$ cat src/design/ifd_pkg.sv
// Shared constants and types for the information frame deframer.
`timescale 1ns / 1ps

package ifd_pkg;

    localparam logic [7:0] FLAG_BYTE   = 8'h7E;
    localparam logic [7:0] ESC_BYTE    = 8'h7D;
    localparam logic [7:0] ESC_FLAG    = 8'h5E;
    localparam logic [7:0] ESC_ESC     = 8'h5D;
    localparam logic [7:0] CTRL_SEQ0   = 8'h00;
    localparam logic [7:0] CTRL_SEQ1   = 8'h02;
    localparam logic [7:0] FIRST_START = 8'h01;
    localparam logic [7:0] FIRST_SHORT = 8'h00;

    localparam logic [7:0] SENDER_ADDR_RESET = 8'h03;

    localparam logic [2:0] PH_HUNT  = 3'd0;
    localparam logic [2:0] PH_ADDR  = 3'd1;
    localparam logic [2:0] PH_CTRL  = 3'd2;
    localparam logic [2:0] PH_FIRST = 3'd3;
    localparam logic [2:0] PH_DATA  = 3'd4;

    localparam int LEN_W      = 11;
    localparam int OUT_DATA_W = 24;

    // Frame state apart from the payload byte counter
    typedef struct packed {
        logic [2:0] phase;
        logic       esc_pending;
        logic [7:0] held_byte;
        logic       held_valid;
        logic [7:0] xor_sum;
        logic       frame_seq;
        logic       too_long;
    } frm_state_t;

    typedef struct packed {
        logic             byte_valid;
        logic [7:0]       payload_byte;
        logic             frame_done;
        logic             frame_good;
        logic [LEN_W-1:0] frame_length;
        logic             seq_bit;
    } frm_result_t;

endpackage

$ cat src/design/ifd_step.sv
// Next-state and result logic for one received byte.
`timescale 1ns / 1ps

module ifd_step
    import ifd_pkg::*;
#(
    parameter int MAX_LEN = 1024,
    parameter int CNT_W   = 11
)
(
    input  logic [7:0]       rx_byte,
    input  logic [7:0]       sender_address,
    input  frm_state_t       st,
    input  logic [CNT_W-1:0] cnt,
    output frm_state_t       st_next,
    output logic [CNT_W-1:0] cnt_next,
    output frm_result_t      res
);

    localparam logic [CNT_W-1:0] MAX_CNT = CNT_W'(MAX_LEN);

    frm_state_t fresh;

    always_comb
    begin
        fresh             = st;
        fresh.esc_pending = 1'b0;
        fresh.held_byte   = 8'h00;
        fresh.held_valid  = 1'b0;
        fresh.xor_sum     = 8'h00;
        fresh.too_long    = 1'b0;
        fresh.phase       = PH_ADDR;
    end

    always_comb
    begin
        logic       have;
        logic [7:0] dec;
        have     = 1'b0;
        dec      = rx_byte;
        st_next  = st;
        cnt_next = cnt;
        res      = '0;

        case (st.phase)
            PH_HUNT:
            begin
                if (rx_byte == FLAG_BYTE)
                begin
                    st_next  = fresh;
                    cnt_next = '0;
                end
            end
            PH_ADDR:
            begin
                if (rx_byte == sender_address)
                    st_next.phase = PH_CTRL;
                else if (rx_byte == FLAG_BYTE)
                begin
                    st_next  = fresh;
                    cnt_next = '0;
                end
                else
                    st_next.phase = PH_HUNT;
            end
            PH_CTRL:
            begin
                if (rx_byte inside {CTRL_SEQ0, CTRL_SEQ1})
                begin
                    st_next.frame_seq = rx_byte[1];
                    st_next.phase     = PH_FIRST;
                end
                else if (rx_byte == FLAG_BYTE)
                begin
                    st_next  = fresh;
                    cnt_next = '0;
                end
                else
                    st_next.phase = PH_HUNT;
            end
            PH_FIRST:
            begin
                if (rx_byte == FIRST_START)
                begin
                    st_next.held_byte  = FIRST_START;
                    st_next.held_valid = 1'b1;
                    st_next.phase      = PH_DATA;
                end
                else if (rx_byte == FIRST_SHORT)
                begin
                    // Short frame: a lone zero is a complete good frame
                    res.byte_valid   = 1'b1;
                    res.frame_done   = 1'b1;
                    res.frame_good   = 1'b1;
                    res.frame_length = LEN_W'(1);
                    st_next.phase    = PH_HUNT;
                end
                else if (rx_byte == FLAG_BYTE)
                begin
                    st_next  = fresh;
                    cnt_next = '0;
                end
                else
                    st_next.phase = PH_HUNT;
            end
            default:
            begin
                if (rx_byte == ESC_BYTE)
                    st_next.esc_pending = 1'b1;
                else if (rx_byte == FLAG_BYTE)
                begin
                    res.frame_done   = 1'b1;
                    res.frame_length = LEN_W'(cnt);
                    res.frame_good   = st.held_valid && (st.held_byte == st.xor_sum)
                                       && !st.too_long;
                    st_next.esc_pending = 1'b0;
                    st_next.phase       = PH_HUNT;
                end
                else if (st.esc_pending)
                begin
                    st_next.esc_pending = 1'b0;
                    have = 1'b1;
                    if (rx_byte == ESC_FLAG)
                        dec = FLAG_BYTE;
                    else if (rx_byte == ESC_ESC)
                        dec = ESC_BYTE;
                end
                else
                    have = 1'b1;

                if (have)
                begin
                    // Release the held byte; drop it once the frame is full
                    if (st.held_valid)
                    begin
                        if (cnt >= MAX_CNT)
                            st_next.too_long = 1'b1;
                        else
                        begin
                            res.byte_valid   = 1'b1;
                            res.payload_byte = st.held_byte;
                            st_next.xor_sum  = st.xor_sum ^ st.held_byte;
                            cnt_next         = cnt + 1'b1;
                        end
                    end
                    st_next.held_byte  = dec;
                    st_next.held_valid = 1'b1;
                end
            end
        endcase

        res.seq_bit = st_next.frame_seq;
    end

endmodule

$ cat src/design/info_frame_deframer_top.sv
// Top level of the information frame deframer: state and result registers.
`timescale 1ns / 1ps

// Usage:
//   s_axis_* carries raw bytes from the serial receiver, one byte per beat.
//   m_axis_* carries exactly one result beat for every input beat: tuser marks
//   a delivered payload byte, tlast marks the beat on which a frame ended, and
//   tdata holds the byte, the good flag, the length and the sequence bit.
//   cfg_we/cfg_wdata load the expected sender address; write it only while
//   no result is pending.
// Output: a byte's result is registered to m_axis in the cycle after its input
//   beat. Throughput: one byte per cycle when not stalled, set by the single
//   output register; frame state updates in the same cycle a byte is accepted.
// Stall: while a result waits, s_axis_tready follows m_axis_tready, so a new
//   byte is taken in the same cycle the waiting result is taken.
// Reset: the block hunts for an opening flag, the sender address returns to
//   3 and no result is pending.
module info_frame_deframer_top
    import ifd_pkg::*;
#(
    parameter int MAX_LEN = 1024
)
(
    input  logic                  clk,
    input  logic                  rst_n,
    input  logic                  s_axis_tvalid,
    output logic                  s_axis_tready,
    input  logic [7:0]            s_axis_tdata,   // [7:0] rx_byte
    output logic                  m_axis_tvalid,
    input  logic                  m_axis_tready,
    output logic [OUT_DATA_W-1:0] m_axis_tdata,   // [7:0] payload_byte, [8] frame_good,
                                                  // [19:9] frame_length, [20] seq_bit
    output logic                  m_axis_tuser,   // [0] byte_valid
    output logic                  m_axis_tlast,   // frame_done
    input  logic                  cfg_we,
    input  logic [7:0]            cfg_wdata
);

    localparam int CNT_W = $clog2(MAX_LEN + 1);

    logic [7:0]       addr_reg;
    frm_state_t       st_reg;
    frm_state_t       st_next;
    logic [CNT_W-1:0] cnt_reg;
    logic [CNT_W-1:0] cnt_next;
    frm_result_t      res_next;
    frm_result_t      res_reg;
    logic             out_valid_reg;
    logic             in_fire;

    assign s_axis_tready = !out_valid_reg || m_axis_tready;
    assign in_fire       = s_axis_tvalid && s_axis_tready;

    ifd_step #(
        .MAX_LEN (MAX_LEN),
        .CNT_W   (CNT_W)
    ) u_step (
        .rx_byte        (s_axis_tdata),
        .sender_address (addr_reg),
        .st             (st_reg),
        .cnt            (cnt_reg),
        .st_next        (st_next),
        .cnt_next       (cnt_next),
        .res            (res_next)
    );

    always_ff @(posedge clk or negedge rst_n)
    begin
        if (!rst_n)
            addr_reg <= SENDER_ADDR_RESET;
        else if (cfg_we)
            addr_reg <= cfg_wdata;
    end

    always_ff @(posedge clk or negedge rst_n)
    begin
        if (!rst_n)
        begin
            st_reg        <= '{phase: PH_HUNT, esc_pending: 1'b0, held_byte: 8'h00,
                               held_valid: 1'b0, xor_sum: 8'h00, frame_seq: 1'b0,
                               too_long: 1'b0};
            cnt_reg       <= '0;
            out_valid_reg <= 1'b0;
        end
        else
        begin
            if (in_fire)
            begin
                st_reg        <= st_next;
                cnt_reg       <= cnt_next;
                out_valid_reg <= 1'b1;
            end
            else if (m_axis_tready)
                out_valid_reg <= 1'b0;
        end
    end

    // Result payload: load on every accepted beat
    always_ff @(posedge clk)
    begin
        if (in_fire)
            res_reg <= res_next;
    end

    assign m_axis_tvalid = out_valid_reg;
    assign m_axis_tuser  = res_reg.byte_valid;
    assign m_axis_tlast  = res_reg.frame_done;
    assign m_axis_tdata  = {3'b000, res_reg.seq_bit, res_reg.frame_length,
                            res_reg.frame_good, res_reg.payload_byte};

endmodule

$ cat config.mk
export PLATFORM = sky130hd
export DESIGN_NAME = info_frame_deframer_top
export DESIGN_NICKNAME = d
export VERILOG_FILES = /design/src/design/ifd_pkg.sv /design/src/design/ifd_step.sv /design/src/design/info_frame_deframer_top.sv
export SDC_FILE = /design/constraint.sdc
export NUM_CORES = 1
export LEC_CHECK = 0
export CELL_PAD_IN_SITES_DETAIL_PLACEMENT = 0
export CELL_PAD_IN_SITES_GLOBAL_PLACEMENT = 1
export CORE_UTILIZATION = 40
export DETAILED_ROUTE_END_ITERATION = 10
export DONT_BUFFER_PORTS = 1
export PLACE_DENSITY = 0.74
export SLEW_MARGIN = 5
export SYNTH_ARGS = -nofsm -noshare
export SYNTH_HDL_FRONTEND = slang
export SYNTH_SLANG_ARGS = --single-unit
$ cat constraint.sdc
create_clock -name clk -period 2.6 [get_ports clk]
set_clock_uncertainty 0.1 [all_clocks]
set_input_delay 0.26 -clock clk [delete_from_list [all_inputs] [get_ports clk]]
set_output_delay 0.26 -clock clk [all_outputs]
set_load 0.01 [all_outputs]
==> run metrics, run 1 <==
result of the run complete, no violations; clock tree from TritonCTS done; leakage power total 1.70 nW; worst-skew pair later-pin latency 0.34 ns; Crit Path Max Fanout 28; buffer type at the clock tree root sky130_fd_sc_hd__clkbuf_8; Final setup viols 0; worst supply voltage drop on vdd 276 uV; overall overflow remaining after global route 0; FFs w/ async S/R, synth 65.2%; final std cell area, no fill 0.00405 mm^2; fraction of post-synthesis cell area in the top cell type by area 29.3%; Inserted Clock Buffers 9; DRC violation count after routing 0; instance area after placement 0.00359 mm^2; maximum number of pins on one net before global-route repair 44; sequential power share 50.6%; unrepaired setup endpoints after global routing false; Avg Inst Size Synth 10.8 um^2; quantity of I/O buffers inserted on ports 0; most used standard cell by instance count after synthesis sky130_fd_sc_hd__dfrtp_1; unique cell type count in the Yosys netlist 56; Sinks on Clock Net 66; number of global-route vias before repair 2508; post-detailed-route wirelength per cell 16.9 um; count of endpoints failing hold in the final timing report 0; remaining antenna violation count after routing 0; Int Pwr 0.00181 W; Vias 2585; count of H-tree levels built during CTS 3; cell count after synthesis 324; clock slew seen by the registers of the worst setup and hold paths 0.07 ns; initial cell density of the core 42.0%; antenna violations before repair 0; data required time of the worst path 2.71 ns; final antenna diode count 0; worst relative slew slack 61.7%; fraction of power consumed by combinational cells 16.1%; dominant cells by area after synthesis sky130_fd_sc_hd__dfrtp_1 29%, sky130_fd_sc_hd__edfxtp_1 20%, sky130_fd_sc_hd__xor2_1 3.3%; crit path time final 2.27 ns; arrival time worst endpoint 2.38 ns; Warnings, synthesis 0; total track usage 18.8%; net load switching power 0.000732 W; ports placed on the boundary 49; total detailed-routing wirelength 7760 um; Die Y 95.5 um; Pre-antenna DRT Iters 4; post-CTS repair timing setup buffer count 0; final worst setup slack 0.333 ns; number of nets in the layout 373; Cell Pwr Density 627 mW/mm^2; register bit count reported by yosys 66; kind of start point of the critical path flip-flop; width of the die 95.5 um; Post-Place Worst Slack 0.338 ns; ratio of routed vias to standard cells 5.62; Layout area overhead 15.6%; share of the clock period used by the worst path 87.2%; top cells by count, synth 41 x sky130_fd_sc_hd__dfrtp_1, 23 x sky130_fd_sc_hd__edfxtp_1, 19 x sky130_fd_sc_hd__nor2_1, 17 x sky130_fd_sc_hd__nand2_1, 15 x sky130_fd_sc_hd__o21ai_0; Max clock buf depth 2; wire length of the first global-routing pass 12800 um; critical setup path kind flip-flop to flip-flop; cell area after synthesis 0.00350 mm^2; CTS-repair resized insts 0; pins over their slew limit 0; share of layout cells above drive strength 1 13.2%; fraction of the core area covered by cells at the end of the flow 48.5%; detailed placer's ending HPWL 5110 um; switching portion of total power 28.8%; Final Wtd Congestion 0.795; prevailing post-synth register cell sky130_fd_sc_hd__dfrtp_1; maxcap violations 0; clock share of power 33.3%; area enclosed by the die boundary 0.00913 mm^2; sequential share of the synthesized area 50.6%; measured slew at the worst slew-check pin 0.569 ns; highest achievable clock rate 441 MHz; accumulated negative setup slack 0 ns; Largest register FFs 23; number of rows created at floorplan 33; Hold Crit Class input pin to flip-flop; 1st-iter DRT viols 153; category of the worst setup path capture point flip-flop; count of flip-flops with a built-in enable after synthesis 23; largest area contributor in the synthesized netlist sky130_fd_sc_hd__dfrtp_1; Placeable Area 0.00834 mm^2
==> worst max-delay path: stages (launching register included) <==
cell	delay, ns
sky130_fd_sc_hd__dfrtp_1	0.42
sky130_fd_sc_hd__nand2b_1	0.20
sky130_fd_sc_hd__and2_1	0.18
sky130_fd_sc_hd__buf_4	0.35
sky130_fd_sc_hd__nand3_1	0.48
sky130_fd_sc_hd__o21bai_1	0.30
sky130_fd_sc_hd__mux2i_1	0.10
==> routing by layer <==
metal,part of all wire [%],global-route usage [%],up-vias
met4,1.5,7.46,0
met1,48,25.5,1263
met5,0,0,-
met3,4.1,3.27,10
met2,46,29.8,69
li1,-,-,1243
==> cell usage in the layout (no fill, tap or decap), types with 6 or more instances in the layout <==
master                          instances
sky130_fd_sc_hd__xor2_1                13
sky130_fd_sc_hd__nand2_1               17
sky130_fd_sc_hd__mux2i_1                9
sky130_fd_sc_hd__a211o_1                9
sky130_fd_sc_hd__inv_1                 13
sky130_fd_sc_hd__mux2_2                10
sky130_fd_sc_hd__edfxtp_1              23
sky130_fd_sc_hd__nor3_1                12
sky130_fd_sc_hd__nor4_1                11
sky130_fd_sc_hd__buf_4                 11
sky130_fd_sc_hd__and3_1                12
sky130_fd_sc_hd__nand4_1                6
sky130_fd_sc_hd__dfrtp_1               41
sky130_fd_sc_hd__o21ai_1                9
sky130_fd_sc_hd__clkbuf_8               9
sky130_fd_sc_hd__nand3_1                8
sky130_fd_sc_hd__a22oi_1                7
sky130_fd_sc_hd__nor3b_1                9
sky130_fd_sc_hd__nor2_1                19
sky130_fd_sc_hd__o21ai_0               15
sky130_fd_sc_hd__o21bai_1               8
sky130_fd_sc_hd__dlygate4sd3_1         24
==> layout make-up <==
class / count / area, um^2
repair buffers: 36 / 350
inverters: 13 / 48.8
clock buffers: 12 / 135
fillers: 803 / 4300
flip-flops and latches: 66 / 1770
multi-input cells: 224 / 1560
well taps: 105 / 131
clock inverters: 4 / 52.6
==> final timing paths <==
path | startpoint | to | slack (ns) | depth (start not counted)
min reg2reg | st_reg[1]$_DFFE_PN0P_ | st_reg[1]$_DFFE_PN0P_ | 0.41 | 1
max in group asynchronous | rst_n | addr_reg[0]$_DFFE_PN1P_ | 1.80 | 2
min | s_axis_tdata[7] | st_reg[19]$_DFFE_PN0P_ | 0.04 | 3
max | m_axis_tvalid$_DFFE_PN0P_ | cnt_reg[8]$_DFFE_PN0P_ | 0.33 | 6
min in group asynchronous | rst_n | cnt_reg[1]$_DFFE_PN0P_ | 0.31 | 2
max reg2reg | m_axis_tvalid$_DFFE_PN0P_ | cnt_reg[8]$_DFFE_PN0P_ | 0.33 | 6
==> power groups by stage <==
| stage | sequential [W] | combinational, W | clock (W) |
|---|---|---|---|
| floorplan | 0.00128 | 0.000300 | 0 |
| CTS | 0.00128 | 0.000407 | 0.000867 |
| global placement | 0.00130 | 0.000342 | 0 |
| finish | 0.00128 | 0.000407 | 0.000845 |
| detailed placement | 0.00130 | 0.000346 | 0 |
| global route | 0.00129 | 0.000452 | 0.000914 |
==> cells by family after synthesis <==
group / count (synthesis) / share of synthesized area [%]
simple gates: 119 / 20.4
flops: 66 / 50.6
compound gates: 64 / 12.8
buf+inv: 36 / 5.15
mux: 19 / 5.79
xor+xnor: 17 / 4.47
fa+ha+maj: 2 / 0.715
other cells: 1 / 0.107
==> repair_timing <==
action                     CTS  global route
setup endpoints to repair    0             0
hold endpoints to repair    58             0
hold buffers                25             0
==> metrics by stage <==
step	hold slack [ns]	cells	power, W
final	0.0394	460	0.00254
after global routing	0.0454	460	0.00266
after CTS	0.0260	460	0.00255
after detailed placement	-0.134	419	0.00165
after global placement	-0.133	419	0.00164
after floorplan	-0.136	326	0.00158
(Power assumes the default switching activity.)
==> inputs of run 2 (changes only) <==
- RECOVER_POWER: unset -> 50
==> run 2 against run 1 <==
  * Sequential cell count unchanged
  * Cell area decreased by 0.65%
  * Sequential power about the same
  * Final cell count unchanged
  * Hold slack got worse by 0.0047 ns
  * Global-route usage unchanged
  * Largest power group unchanged
==> run metrics, run 2 (synthesis gave the netlist of run 1 again) <==
worst-skew pair later-pin latency 0.35 ns (about the same); final antenna diode count 0 (unchanged); kind of start point of the critical path flip-flop; data required time of the worst path 2.72 ns (about the same); Cell Pwr Density 630 mW/mm^2 (+0.47%); overall overflow remaining after global route 0 (unchanged); highest achievable clock rate 436 MHz (-1.0%); number of nets in the layout 373 (unchanged); accumulated negative setup slack 0 ns (unchanged); area enclosed by the die boundary 0.00913 mm^2 (unchanged); leakage power total 1.69 nW (-0.75%); CTS-repair resized insts 0 (unchanged); Pre-antenna DRT Iters 4 (unchanged); most frequent standard cell in the layout excluding fill and tap cells sky130_fd_sc_hd__dfrtp_1; Die Y 95.5 um (unchanged); ratio of routed vias to standard cells 5.68 (+1.1%); Largest register FFs 23 (unchanged); number of rows created at floorplan 33 (unchanged); worst supply voltage drop on vdd 276 uV (about the same); Max stage delay cell, worst path sky130_fd_sc_hd__dfrtp_1; post-detailed-route wirelength per cell 16.8 um (-0.13%); count of H-tree levels built during CTS 3 (unchanged); Layout fillers 808 (+0.62%); antenna violations before repair 0 (unchanged); pins over their slew limit 0 (unchanged); initial cell density of the core 42.0% (unchanged); Max Used Layer met4; crit path time final 2.29 ns (+0.0240 ns); total track usage 18.8% (unchanged); start of the worst register-to-register path st_reg[22]$_DFFE_PN0P_; category of the worst setup path capture point flip-flop; clock slew seen by the registers of the worst setup and hold paths 0.06 ns (about the same); post-CTS repair timing setup buffer count 0 (unchanged); quantity of I/O buffers inserted on ports 0 (unchanged); maxcap violations 0 (unchanged); total detailed-routing wirelength 7750 um (-0.13%); number of global-route vias before repair 2508 (unchanged); unrepaired setup endpoints after global routing false; arrival time worst endpoint 2.42 ns (+0.04 ns); startpoint of the tightest hold check path s_axis_tdata[7]; area of all sequential standard cells 0.00177 mm^2 (unchanged); CTS hold repair buffers 25 (unchanged); share of the clock period used by the worst path 88.1% (+0.92 points); count of endpoints failing hold in the final timing report 0 (unchanged); Final Wtd Congestion 0.795 (unchanged); maximum number of pins on one net before global-route repair 44 (unchanged); startpoint of the worst setup timing path st_reg[22]$_DFFE_PN0P_; Sinks on Clock Net 66 (unchanged); Layout area overhead 14.8%; clock tree from TritonCTS done; Slowest Stage Delay on Critical Path 0.68 ns (+0.20 ns); wire length of the first global-routing pass 12800 um (unchanged); minimum hold slack 0.0347 ns (-0.00465 ns); Crit Path Max Fanout 15 (-46%); Max clock buf depth 2 (unchanged); Hold Crit Class input pin to flip-flop; 1st-iter DRT viols 167 (+9.2%); wire length on met1 3800 um (+1.2%); ports placed on the boundary 49 (unchanged); remaining antenna violation count after routing 0 (unchanged); ordered cell list for the critical path nor2_1 > nand3_1 > nand2_1 > or3_4 > a211o_1; width of the die 95.5 um (unchanged); Final setup viols 0 (unchanged); worst relative slew slack 25.7% (-36 points); area of the multi-input gates 0.00156 mm^2 (unchanged); measured slew at the worst slew-check pin 1.11 ns (+0.546 ns); Vias 2614 (+1.1%); detailed placer's ending HPWL 5110 um (unchanged); top library cells by usage in the layout, fill and taps aside 41 x sky130_fd_sc_hd__dfrtp_1, 24 x sky130_fd_sc_hd__dlygate4sd3_1, 23 x sky130_fd_sc_hd__edfxtp_1; Routed met3 length 256 um (-19%); total met2 wirelength after detailed routing 3550 um (-0.59%); Inserted Clock Buffers 9 (unchanged); buffer type at the clock tree root sky130_fd_sc_hd__clkbuf_8; DRC violation count after routing 0 (unchanged); critical setup path kind flip-flop to flip-flop; Placeable Area 0.00834 mm^2 (unchanged); share of layout cells above drive strength 1 13.0% (-0.28 points); result of the run complete, no violations
==> run 2: cell types whose count changed in the layout (fill, tap and decap cells not counted) <==
cell                       change
sky130_fd_sc_hd__buf_16        -1
sky130_fd_sc_hd__buf_4         -1
sky130_fd_sc_hd__clkbuf_1      +1
sky130_fd_sc_hd__clkbuf_2      +1
==> run 2: area by class of cell <==
type	instances	share of cell area (%)
clock buffer	12	3.36
tap	105	3.27
clock inverter	4	1.31
inverter	13	1.21
sequential	66	44.0
timing repair buffer	36	8.06
multi-input combinational	224	38.8
==> run 2: worst paths after layout <==
kind / to / slack, ns / depth (start not counted)
min in group asynchronous: cnt_reg[5]$_DFFE_PN0P_ / 0.56 / 2
min reg2reg: st_reg[1]$_DFFE_PN0P_ / 0.41 / 1
max in group asynchronous: st_reg[22]$_DFFE_PN0P_ / 1.14 / 2
max reg2reg: st_reg[5]$_DFFE_PN0P_ / 0.31 / 5
min: st_reg[19]$_DFFE_PN0P_ / 0.03 / 3
max: st_reg[5]$_DFFE_PN0P_ / 0.31 / 5
==> run 2: power by group <==
| group | internal (W) | switching, W |
|---|---|---|
| sequential | 0.00117 | 0.000108 |
| combinational | 0.000181 | 0.000222 |
| clock | 0.000446 | 0.000401 |
| total | 0.00180 | 0.000731 |
==> run 2: layer usage <==
layer	up-vias	GRT usage, %
met5	-	0
li1	1242	-
met1	1284	25.5
met3	13	3.27
met4	0	7.46
met2	75	29.8
==> run 2: worst max-delay path: cells and delay by family, from the launching register on <==
| kind | cells | cell delay (ns) |
|---|---|---|
| simple gates | 4 | 1.07 |
| flops | 1 | 0.68 |
| compound gates | 1 | 0.32 |
==> run 2: metrics by stage <==
stage	total power, W	worst slack, ns	instance area [um^2]	utilization [%]	std cells
4_1_cts	0.00255	0.326	4050	48.5	460
3_5_place_dp	0.00165	0.338	3590	43.0	419
2_1_floorplan	0.00158	0.214	3510	-	326
3_3_place_gp	0.00164	0.334	3590	43.0	419
5_1_grt	0.00266	0.0730	4020	48.2	460
6_report	0.00253	0.309	4020	48.2	460
